===== src/hdl/tpoc_pkg.sv =====
// Shared types and constants for the timer pool with owner credit.
package tpoc_pkg;

  localparam int TIMER_SLOTS_DEF = 16;
  localparam int OWNER_SLOTS_DEF = 16;
  localparam int ID_BITS_DEF     = 16;

  localparam logic [30:0]        MAX31   = 31'h7FFF_FFFF;
  localparam logic signed [32:0] MAX31_S = 33'sh0_7FFF_FFFF;

  // request codes
  localparam logic [2:0] FUNC_TICK  = 3'd0;
  localparam logic [2:0] FUNC_ARM   = 3'd1;
  localparam logic [2:0] FUNC_CLEAR = 3'd2;
  localparam logic [2:0] FUNC_SETCR = 3'd3;
  localparam logic [2:0] FUNC_RDCR  = 3'd4;

  typedef enum logic [3:0] {
    KIND_EXPIRED   = 4'd0,
    KIND_FIRED     = 4'd1,
    KIND_ARMED     = 4'd2,
    KIND_FULL      = 4'd3,
    KIND_CLEARED   = 4'd4,
    KIND_NOT_FOUND = 4'd5,
    KIND_CREDIT    = 4'd6,
    KIND_NO_CREDIT = 4'd7,
    KIND_DONE      = 4'd8
  } kind_t;

  typedef enum logic [2:0] {
    ALU_TICK,   // amount - remaining
    ALU_DUR,    // amount - carry
    ALU_DCR,    // duration - credit
    ALU_CRD,    // credit - duration
    ALU_NEG     // 0 - duration
  } alu_op_t;

  typedef struct packed {
    logic signed [32:0] diff;
    logic               neg;
    logic               over31;
  } alu_res_t;

  typedef enum logic [3:0] {
    ST_IDLE,
    ST_TICK,
    ST_ARM_DUR,
    ST_ARM_CR,
    ST_ARM_LEFT,
    ST_ARM_CHK,
    ST_ARM_FIND,
    ST_CLR,
    ST_SETC,
    ST_RDC_A,
    ST_RDC_B,
    ST_DFLT
  } state_t;

endpackage


===== src/hdl/tpoc_alu.sv =====
// Shared subtractor with operand selection and range flags.
module tpoc_alu (
  input  tpoc_pkg::alu_op_t  op,
  input  logic [30:0]        amount,
  input  logic [30:0]        carry,
  input  logic signed [31:0] acc,
  input  logic [30:0]        rem,
  input  logic [30:0]        crd,
  output tpoc_pkg::alu_res_t res
);
  import tpoc_pkg::*;

  logic signed [32:0] a_op;
  logic signed [32:0] b_op;
  logic signed [32:0] acc_x;
  logic signed [32:0] diff;

  assign acc_x = {acc[31], acc};

  always_comb begin
    unique case (op)
      ALU_TICK: begin
        a_op = {2'b00, amount};
        b_op = {2'b00, rem};
      end
      ALU_DUR: begin
        a_op = {2'b00, amount};
        b_op = {2'b00, carry};
      end
      ALU_DCR: begin
        a_op = acc_x;
        b_op = {2'b00, crd};
      end
      ALU_CRD: begin
        a_op = {2'b00, crd};
        b_op = acc_x;
      end
      ALU_NEG: begin
        a_op = '0;
        b_op = acc_x;
      end
      default: begin
        a_op = '0;
        b_op = '0;
      end
    endcase
  end

  assign diff       = a_op - b_op;
  assign res.diff   = diff;
  assign res.neg    = diff[32];
  assign res.over31 = (diff > MAX31_S);

endmodule


===== src/hdl/timer_pool_with_owner_credit_top.sv =====
// Top level of the timer pool with owner credit: sequencer, slot and credit stores.
//
// A request is taken when start is high and busy is low; busy stays high until the
// request's last result has been produced. Results are registered and appear in the
// cycle after they are formed, each on the out_ ports for a single cycle with
// out_valid high, and the receiver cannot stall them. A tick walks every slot in
// descending order through the read port of the slot memory, one slot a cycle. A
// clear walks the slots upward the same way and stops at the first match. An arm
// forms the duration and applies any credit through the single shared subtractor,
// then examines one slot a cycle in the free-slot search, which stops at the first
// free slot or reports the pool full. An arm that fires at once skips the search.
module timer_pool_with_owner_credit_top #(
  parameter int TIMER_SLOTS = tpoc_pkg::TIMER_SLOTS_DEF,
  parameter int OWNER_SLOTS = tpoc_pkg::OWNER_SLOTS_DEF,
  parameter int ID_BITS     = tpoc_pkg::ID_BITS_DEF
) (
  input  logic        clk,
  input  logic        rst_n,
  input  logic        start,
  output logic        busy,
  input  logic [2:0]  in_func,
  input  logic [30:0] in_amount,
  input  logic [30:0] in_carry_in,
  input  logic        in_owner_valid,
  input  logic [3:0]  in_owner,
  input  logic [15:0] in_timer_id,
  output logic        out_valid,
  output logic [3:0]  out_kind,
  output logic [15:0] out_result_id,
  output logic [30:0] out_overshoot,
  output logic [30:0] out_credit_value,
  output logic        out_last
);
  import tpoc_pkg::*;

  localparam int SA = (TIMER_SLOTS > 1) ? $clog2(TIMER_SLOTS) : 1;
  localparam int OA = (OWNER_SLOTS > 1) ? $clog2(OWNER_SLOTS) : 1;
  localparam logic [SA-1:0] LAST_SLOT = SA'(TIMER_SLOTS - 1);

  // sequencer state
  state_t state_r, state_nxt;
  logic [SA-1:0] scan_r, scan_nxt;
  logic issue_r, issue_nxt;
  logic pend_r, pend_nxt;
  logic [SA-1:0] pidx_r, pidx_nxt;
  logic wb_en_r, wb_en_nxt;
  logic [SA-1:0] wb_idx_r, wb_idx_nxt;
  logic signed [32:0] wb_d_r, wb_d_nxt;
  logic signed [31:0] acc_r, acc_nxt;
  logic [ID_BITS-1:0] next_id_r, next_id_nxt;
  logic [TIMER_SLOTS-1:0] live_r, live_nxt;
  logic [OWNER_SLOTS-1:0] present_r, present_nxt;

  // captured request
  logic [30:0]        amount_r;
  logic [30:0]        carry_r;
  logic               ownv_r;
  logic [OA-1:0]      own_idx_r;
  logic               own_ok_r;
  logic [ID_BITS-1:0] tid_r;

  // memories
  logic [30:0]        rem_mem [TIMER_SLOTS];
  logic [ID_BITS-1:0] id_mem  [TIMER_SLOTS];
  logic [30:0]        cr_mem  [OWNER_SLOTS];
  logic [30:0]        rd_rem_r;
  logic [ID_BITS-1:0] rd_id_r;
  logic [30:0]        rd_cr_r;
  logic               rem_we;
  logic [SA-1:0]      rem_wa;
  logic [30:0]        rem_wd;
  logic               id_we;
  logic               cr_we;
  logic [30:0]        cr_wd;

  // result formed this cycle
  logic        e_valid;
  kind_t       e_kind;
  logic [15:0] e_id;
  logic [30:0] e_over;
  logic [30:0] e_cred;
  logic        e_last;

  // output registers
  logic        out_valid_r;
  logic [3:0]  out_kind_r;
  logic [15:0] out_result_id_r;
  logic [30:0] out_overshoot_r;
  logic [30:0] out_credit_value_r;
  logic        out_last_r;

  alu_op_t  alu_op;
  alu_res_t alu_res;

  logic        accept;
  logic [8:0]  own_x;
  logic [31:0] tid_x;
  logic [31:0] tid_r_x;
  logic [31:0] rd_id_x;
  logic [31:0] next_id_x;
  logic signed [32:0] wb_neg;
  logic        has_cr;

  assign busy    = (state_r != ST_IDLE);
  assign accept  = start && !busy;
  assign own_x   = 9'(in_owner);
  assign tid_x   = 32'(in_timer_id);
  assign tid_r_x = 32'(tid_r);
  assign rd_id_x = 32'(rd_id_r);
  assign next_id_x = 32'(next_id_r);
  assign wb_neg  = -wb_d_r;
  assign has_cr  = ownv_r && own_ok_r && present_r[own_idx_r];

  tpoc_alu u_alu (
    .op     (alu_op),
    .amount (amount_r),
    .carry  (carry_r),
    .acc    (acc_r),
    .rem    (rd_rem_r),
    .crd    (rd_cr_r),
    .res    (alu_res)
  );

  always_comb begin
    state_nxt   = state_r;
    scan_nxt    = scan_r;
    issue_nxt   = issue_r;
    pend_nxt    = pend_r;
    pidx_nxt    = pidx_r;
    wb_en_nxt   = 1'b0;
    wb_idx_nxt  = wb_idx_r;
    wb_d_nxt    = wb_d_r;
    acc_nxt     = acc_r;
    next_id_nxt = next_id_r;
    live_nxt    = live_r;
    present_nxt = present_r;
    alu_op      = ALU_DUR;
    rem_we      = 1'b0;
    rem_wa      = pidx_r;
    rem_wd      = acc_r[30:0];
    id_we       = 1'b0;
    cr_we       = 1'b0;
    cr_wd       = amount_r;
    e_valid     = 1'b0;
    e_kind      = KIND_DONE;
    e_id        = '0;
    e_over      = '0;
    e_cred      = '0;
    e_last      = 1'b1;

    // finish a pending remaining-time write from the tick walk
    if (wb_en_r) begin
      rem_we = 1'b1;
      rem_wa = wb_idx_r;
      rem_wd = wb_neg[30:0];
    end

    unique case (state_r)
      ST_IDLE: begin
        if (accept) begin
          pend_nxt = 1'b0;
          unique case (in_func)
            FUNC_TICK: begin
              state_nxt = ST_TICK;
              scan_nxt  = LAST_SLOT;
              issue_nxt = 1'b1;
            end
            FUNC_ARM:   state_nxt = ST_ARM_DUR;
            FUNC_CLEAR: begin
              state_nxt = ST_CLR;
              scan_nxt  = '0;
              issue_nxt = 1'b1;
            end
            FUNC_SETCR: state_nxt = ST_SETC;
            FUNC_RDCR:  state_nxt = ST_RDC_A;
            default:    state_nxt = ST_DFLT;
          endcase
        end
      end

      ST_TICK: begin
        alu_op = ALU_TICK;
        if (pend_r && live_r[pidx_r]) begin
          if (!alu_res.neg) begin
            e_valid          = 1'b1;
            e_kind           = KIND_EXPIRED;
            e_id             = rd_id_x[15:0];
            e_over           = alu_res.diff[30:0];
            e_last           = 1'b0;
            live_nxt[pidx_r] = 1'b0;
          end else begin
            wb_en_nxt  = 1'b1;
            wb_idx_nxt = pidx_r;
            wb_d_nxt   = alu_res.diff;
          end
        end
        pend_nxt = issue_r;
        pidx_nxt = scan_r;
        if (issue_r) begin
          if (scan_r == '0) issue_nxt = 1'b0;
          else scan_nxt = scan_r - 1'b1;
        end
        if (!issue_r && !pend_r) begin
          e_valid   = 1'b1;
          e_kind    = KIND_DONE;
          state_nxt = ST_IDLE;
        end
      end

      ST_ARM_DUR: begin
        alu_op    = ALU_DUR;
        acc_nxt   = alu_res.diff[31:0];
        state_nxt = ST_ARM_CR;
      end

      ST_ARM_CR: begin
        alu_op = ALU_DCR;
        if (!has_cr) begin
          state_nxt = ST_ARM_CHK;
        end else if (!alu_res.neg) begin
          acc_nxt                = alu_res.diff[31:0];
          present_nxt[own_idx_r] = 1'b0;
          state_nxt              = ST_ARM_CHK;
        end else begin
          state_nxt = ST_ARM_LEFT;
        end
      end

      ST_ARM_LEFT: begin
        // credit outlasts the duration: shrink it and fire now
        alu_op    = ALU_CRD;
        cr_we     = 1'b1;
        cr_wd     = alu_res.over31 ? MAX31 : alu_res.diff[30:0];
        e_valid   = 1'b1;
        e_kind    = KIND_FIRED;
        state_nxt = ST_IDLE;
      end

      ST_ARM_CHK: begin
        alu_op = ALU_NEG;
        if (acc_r[31]) begin
          e_valid   = 1'b1;
          e_kind    = KIND_FIRED;
          e_over    = alu_res.diff[30:0];
          state_nxt = ST_IDLE;
        end else begin
          scan_nxt  = '0;
          state_nxt = ST_ARM_FIND;
        end
      end

      ST_ARM_FIND: begin
        if (!live_r[scan_r]) begin
          rem_we           = 1'b1;
          rem_wa           = scan_r;
          rem_wd           = acc_r[30:0];
          id_we            = 1'b1;
          live_nxt[scan_r] = 1'b1;
          next_id_nxt      = next_id_r + 1'b1;
          e_valid          = 1'b1;
          e_kind           = KIND_ARMED;
          e_id             = next_id_x[15:0];
          state_nxt        = ST_IDLE;
        end else if (scan_r == LAST_SLOT) begin
          e_valid   = 1'b1;
          e_kind    = KIND_FULL;
          state_nxt = ST_IDLE;
        end else begin
          scan_nxt = scan_r + 1'b1;
        end
      end

      ST_CLR: begin
        pend_nxt = issue_r;
        pidx_nxt = scan_r;
        if (issue_r) begin
          if (scan_r == LAST_SLOT) issue_nxt = 1'b0;
          else scan_nxt = scan_r + 1'b1;
        end
        if (pend_r && live_r[pidx_r] && (rd_id_r == tid_r)) begin
          live_nxt[pidx_r] = 1'b0;
          e_valid          = 1'b1;
          e_kind           = KIND_CLEARED;
          e_id             = tid_r_x[15:0];
          issue_nxt        = 1'b0;
          pend_nxt         = 1'b0;
          state_nxt        = ST_IDLE;
        end else if (!issue_r && !pend_r) begin
          e_valid   = 1'b1;
          e_kind    = KIND_NOT_FOUND;
          e_id      = tid_r_x[15:0];
          state_nxt = ST_IDLE;
        end
      end

      ST_SETC: begin
        e_valid   = 1'b1;
        state_nxt = ST_IDLE;
        if (own_ok_r) begin
          cr_we                  = 1'b1;
          cr_wd                  = amount_r;
          present_nxt[own_idx_r] = 1'b1;
          e_kind                 = KIND_CREDIT;
          e_cred                 = amount_r;
        end else begin
          e_kind = KIND_NO_CREDIT;
        end
      end

      ST_RDC_A: state_nxt = ST_RDC_B;

      ST_RDC_B: begin
        e_valid   = 1'b1;
        state_nxt = ST_IDLE;
        if (own_ok_r && present_r[own_idx_r]) begin
          e_kind = KIND_CREDIT;
          e_cred = rd_cr_r;
        end else begin
          e_kind = KIND_NO_CREDIT;
        end
      end

      ST_DFLT: begin
        e_valid   = 1'b1;
        e_kind    = KIND_DONE;
        state_nxt = ST_IDLE;
      end

      default: state_nxt = ST_IDLE;
    endcase
  end

  // control state
  always_ff @(posedge clk) begin
    if (!rst_n) begin
      state_r     <= ST_IDLE;
      scan_r      <= '0;
      issue_r     <= 1'b0;
      pend_r      <= 1'b0;
      pidx_r      <= '0;
      wb_en_r     <= 1'b0;
      wb_idx_r    <= '0;
      acc_r       <= '0;
      next_id_r   <= '0;
      live_r      <= '0;
      present_r   <= '0;
      out_valid_r <= 1'b0;
    end else begin
      state_r     <= state_nxt;
      scan_r      <= scan_nxt;
      issue_r     <= issue_nxt;
      pend_r      <= pend_nxt;
      pidx_r      <= pidx_nxt;
      wb_en_r     <= wb_en_nxt;
      wb_idx_r    <= wb_idx_nxt;
      acc_r       <= acc_nxt;
      next_id_r   <= next_id_nxt;
      live_r      <= live_nxt;
      present_r   <= present_nxt;
      out_valid_r <= e_valid;
    end
  end

  // payload registers
  always_ff @(posedge clk) begin
    wb_d_r             <= wb_d_nxt;
    out_kind_r         <= e_kind;
    out_result_id_r    <= e_id;
    out_overshoot_r    <= e_over;
    out_credit_value_r <= e_cred;
    out_last_r         <= e_last;
    if (accept) begin
      amount_r  <= in_amount;
      carry_r   <= in_carry_in;
      ownv_r    <= in_owner_valid;
      own_idx_r <= own_x[OA-1:0];
      own_ok_r  <= (own_x < 9'(OWNER_SLOTS));
      tid_r     <= tid_x[ID_BITS-1:0];
    end
  end

  // slot memories: one write port, read at the scan index
  always_ff @(posedge clk) begin
    if (rem_we) rem_mem[rem_wa] <= rem_wd;
    if (id_we) id_mem[scan_r] <= next_id_r;
    rd_rem_r <= rem_mem[scan_r];
    rd_id_r  <= id_mem[scan_r];
  end

  // credit memory: read and written at the captured owner
  always_ff @(posedge clk) begin
    if (cr_we) cr_mem[own_idx_r] <= cr_wd;
    rd_cr_r <= cr_mem[own_idx_r];
  end

  assign out_valid        = out_valid_r;
  assign out_kind         = out_kind_r;
  assign out_result_id    = out_result_id_r;
  assign out_overshoot    = out_overshoot_r;
  assign out_credit_value = out_credit_value_r;
  assign out_last         = out_last_r;

endmodule


===== config.mk =====
export PLATFORM = sky130hd
export DESIGN_NAME = timer_pool_with_owner_credit_top
export DESIGN_NICKNAME = d
export VERILOG_FILES = /design/src/hdl/tpoc_pkg.sv /design/src/hdl/tpoc_alu.sv /design/src/hdl/timer_pool_with_owner_credit_top.sv
export SDC_FILE = /design/constraint.sdc
export NUM_CORES = 2
export LEC_CHECK = 0
export BUFFER_PORTS_ARGS = -buffer_cell sky130_fd_sc_hd__buf_2
export CORE_MARGIN = 2
export CORE_UTILIZATION = 45
export CTS_CLUSTER_DIAMETER = 50
export CTS_CLUSTER_SIZE = 16
export DETAILED_ROUTE_END_ITERATION = 6
export PLACE_DENSITY_LB_ADDON = 0.25
export SLEW_MARGIN = 20
export SYNTH_ARGS = -nofsm -noshare
export SYNTH_HDL_FRONTEND = slang
export SYNTH_SLANG_ARGS = --single-unit
export TNS_END_PERCENT = 10

===== constraint.sdc =====
create_clock -name clk -period 6.4 [get_ports clk]
set_clock_uncertainty 0.15 [all_clocks]
set_input_delay 0.96 -clock clk [delete_from_list [all_inputs] [get_ports clk]]
set_output_delay 0.96 -clock clk [all_outputs]
set_load 0.01 [all_outputs]

==> reports/qor.yml <==
status:
  outcome: "finished with violations"
  failed_checks: "design-rule violations"
drt:
  first_pass_iters: 7
  dr_total_vias: 34600
  drc_errors: 5
  ant_nets: 0
  wirelength_mm: 171
  wl_per_cell_um: 29.9
  drtIter0Drc: 4553
  via_per_inst: 6.06
clock_network:
  cts_buffer_depth: 3
  clock-sinks: 1623
  clock_latency_ns: 0.79
  clkTransAtPathRegs_ns: 0.07
  numCtsBuffers: 144
  cts_tree: "built"
  cts_hold_buf: 0
  htreeDepth: 4
  cts_setup_buffers: 0
  ctsResizeCount: 0
  root_buffer: "clkbuf_16"
worst_setup_path:
  reg2reg_to: "cr_mem[7][27]$_DFFE_PP_"
  critPathCaptureType: "register"
  r2r_cells: 17
  crit_type: "register to register"
  required_ns: 6.74
  crit_path_max_fanout: 31
  r2r_start: "state_r[3]$_SDFFE_PN0P_"
  r2r_slack_ns: 0.27
  cp-start-kind: "register"
  cp.arrival_ns: 6.47
floorplanning:
  fp.dieW_um: 380
  start_util_pct: 45.2
  die_h_um: 380
  rows: 138
  core_area_um2: 141000
  dieArea_um2: 145000
  io_pins: 174
worst_hold_path:
  hp-start: "in_amount[2]"
  hold_class: "primary input to register"
  hold_depth: 1
  min_to: "amount_r[2]$_DFFE_PP_"
pwr:
  combPwrFrac_pct: 25.9
  total_power_uw: 30100
  pwr-share-seq_pct: 44.7
  pwr-share-clk_pct: 29.4
  vdd_ir_drop_max_mv: 0.360
  intPower_uw: 20500
  p_sw_uw: 9540
  swShare_pct: 31.7
  p_leak_uw: 0.0236
  powerDensity_nw_per_um2: 415
flow_run:
  maxCapViolCount: 0
final_layout:
  syn2layout_area_growth_pct: 13.5
  final_nets: 3823
  fillers: 11400
  final_core_util_pct: 51.3
  layout-drive-gt1-share_pct: 26.8
timing:
  tightest_slew_ns: 1.23
  slew_viol_final: 0
  relSlewSlack_pct: 17.0
  hold_viol: 0
  final.setup.worst_slack_ns: 0.268
  setup_viol: 0
  hold_ws_ns: 0.200
  min_period_ns: 6.13
  max_freq_mhz: 163
  min_period_over_period_pct: 95.8
  finalSetupTns_ns: 0
  rsz0062_at_grt: "false"
logic_synthesis:
  ys_seq_area_share_pct: 72.3
  synth.top_cell.area_share_pct: 64.2
  syn_inst: 3443
  synth_top_area_cell: "edfxtp_1"
  syn-mean-instance-area_um2: 18.5
  synth.most_common_cell: "edfxtp_1"
  synth_ff_type: "edfxtp_1"
  synthTopCellsByArea: "edfxtp_1, mux4_2, dfxtp_1"
  ys_top_cells_by_count: "edfxtp_1, mux4_2, dfxtp_1"
  synth_seq_cells: 1623
  synth_edf_count: 1362
  async_reset_ff_share_pct: 0
  synth_cell_type_count: 71
  syn-cell-area_um2: 63800
  yosys_warnings: 0
  synth_fp_nets: 3570
global_route:
  antenna_found_initial: 24
  grt_pass1_wl_mm: 245
  grt_max_degree: 143
  grt_usage_pct: 23.4
  grt_overflow: 0
  first_global_vias: 34000
placement:
  place_congestion: 0.937
  dp_slack_ns: 0.545
  hpwl_mm: 104
  port_buffers: 173
==> state kept, by name (all words and copies together) (netlist names), 31 cells and up, named ones only <==
signal            flops
cr_mem              496
rem_mem             496
id_mem              256
acc_r                32
amount_r             31
carry_r              31
out_credit_value     31
out_overshoot        31
rd_cr_r              31
rd_rem_r             31
wb_d_r               31
==> power by group through the flow <==
stage          clock, uW  sequential [uW]  combinational, uW
5_1_grt             9370            13500               8220
6_report            8820            13400               7800
3_3_place_gp           0            13700               7730
3_5_place_dp           0            13600               7710
4_1_cts             8980            13400               7740
2_1_floorplan          0            13000               5110
==> how the worst max path moves through the flow <==
stage | startpoint | end | slack, ns | cells after the start
floorplan | state_r[2]$_SDFFE_PN0P_ | wb_idx_r[0]$_SDFFE_PN0P_ | 0.69 | 18
CTS | state_r[0]$_SDFFE_PN0P_ | cr_mem[5][26]$_DFFE_PP_ | 0.51 | 19
detailed placement | state_r[3]$_SDFFE_PN0P_ | cr_mem[4][28]$_DFFE_PP_ | 0.55 | 15
finish | state_r[3]$_SDFFE_PN0P_ | cr_mem[7][27]$_DFFE_PP_ | 0.27 | 17
global placement | state_r[0]$_SDFFE_PN0P_ | cr_mem[13][10]$_DFFE_PP_ | 0.62 | 19
global route | state_r[0]$_SDFFE_PN0P_ | cr_mem[1][3]$_DFFE_PP_ | 0.01 | 19
==> routing by layer <==
metal / up-vias / global-route usage [%] / share of wire (%)
met4: 16 / 6.42 / 2.6
met3: 278 / 5.17 / 8.8
met1: 18100 / 33.9 / 42
met5: - / 0 / 0.048
li1: 14600 / - / -
met2: 1625 / 35.8 / 46
==> stage by stage <==
stage	instances	cell area, um^2
finish	5710	72400
global route	5705	72400
CTS	5703	72300
detailed placement	5440	67600
global placement	5440	67600
floorplan	3443	63800
==> cell type report <==
class | instances | area (um^2) | area share, %
Antenna cell | 7 | 17.5 | 0.0242
Multi-Input combinational cell | 1545 | 16900 | 23.3
Sequential cell | 1623 | 46100 | 63.7
Clock inverter | 60 | 684 | 0.946
Timing Repair Buffer | 304 | 1870 | 2.59
Tap cell | 1890 | 2360 | 3.27
Clock buffer | 203 | 4110 | 5.67
Inverter | 78 | 293 | 0.405
==> layout by cell type, fill, tap and decap left out, types with 11 or more instances in the layout <==
| master | netlist | routed |
|---|---|---|
| buf_4 | 0 | 129 |
| clkbuf_16 | 0 | 152 |
| nor3_1 | 33 | 29 |
| a31oi_1 | 16 | 16 |
| mux2i_1 | 36 | 36 |
| ha_1 | 36 | 36 |
| o21ai_0 | 103 | 100 |
| mux4_2 | 403 | 403 |
| a221oi_1 | 31 | 31 |
| edfxtp_1 | 1362 | 1362 |
| or3_1 | 14 | 14 |
| and2_1 | 15 | 14 |
| a222oi_1 | 48 | 48 |
| clkbuf_8 | 0 | 11 |
| nand2_1 | 126 | 125 |
| nor2_4 | 0 | 35 |
| nor2_2 | 0 | 12 |
| nor2b_1 | 30 | 29 |
| inv_6 | 0 | 13 |
| o22a_1 | 31 | 31 |
| a21o_1 | 16 | 16 |
| nand2b_1 | 17 | 17 |
| a21oi_1 | 83 | 82 |
| dfxtp_1 | 261 | 257 |
| clkinv_2 | 0 | 13 |
| nor4_1 | 14 | 12 |
| nand3_1 | 47 | 47 |
| clkbuf_1 | 140 | 40 |
| o21a_1 | 12 | 12 |
| nor2_1 | 161 | 114 |
| nand4_1 | 24 | 24 |
| inv_1 | 77 | 76 |
| buf_2 | 16 | 173 |
| xnor2_1 | 43 | 43 |
| a22o_1 | 61 | 61 |
| xor2_1 | 30 | 30 |
| a211oi_1 | 11 | 11 |
==> cell families after synthesis <==
| family | share of synthesized area (%) |
|---|---|
| flip-flops | 72.3 |
| adder cells (fa/ha/maj) | 0.769 |
| multiplexers | 14.9 |
| AO/OA/AOI/OAI | 5.46 |
| AND/OR/NAND/NOR | 3.83 |
| buffers and inverters | 1.70 |
| XOR/XNOR | 1.00 |
==> worst max-delay path: stages, from the launching register on <==
cell and delay [ns]:
dfxtp_1 0.56, nor2_1 0.17, nand2_1 0.12, buf_4 0.17
nand2b_1 0.48, buf_4 0.41, a222oi_1 0.37, inv_1 0.08
ha_1 0.42, nand4_1 0.20, nor4_1 0.28, nor2_1 0.20
a41oi_1 0.44, nor2_1 0.24, a2111o_1 0.33, nand3_1 0.09
buf_4 0.53, o22a_1 0.59
Note: power is estimated with default switching activity, not from simulation.
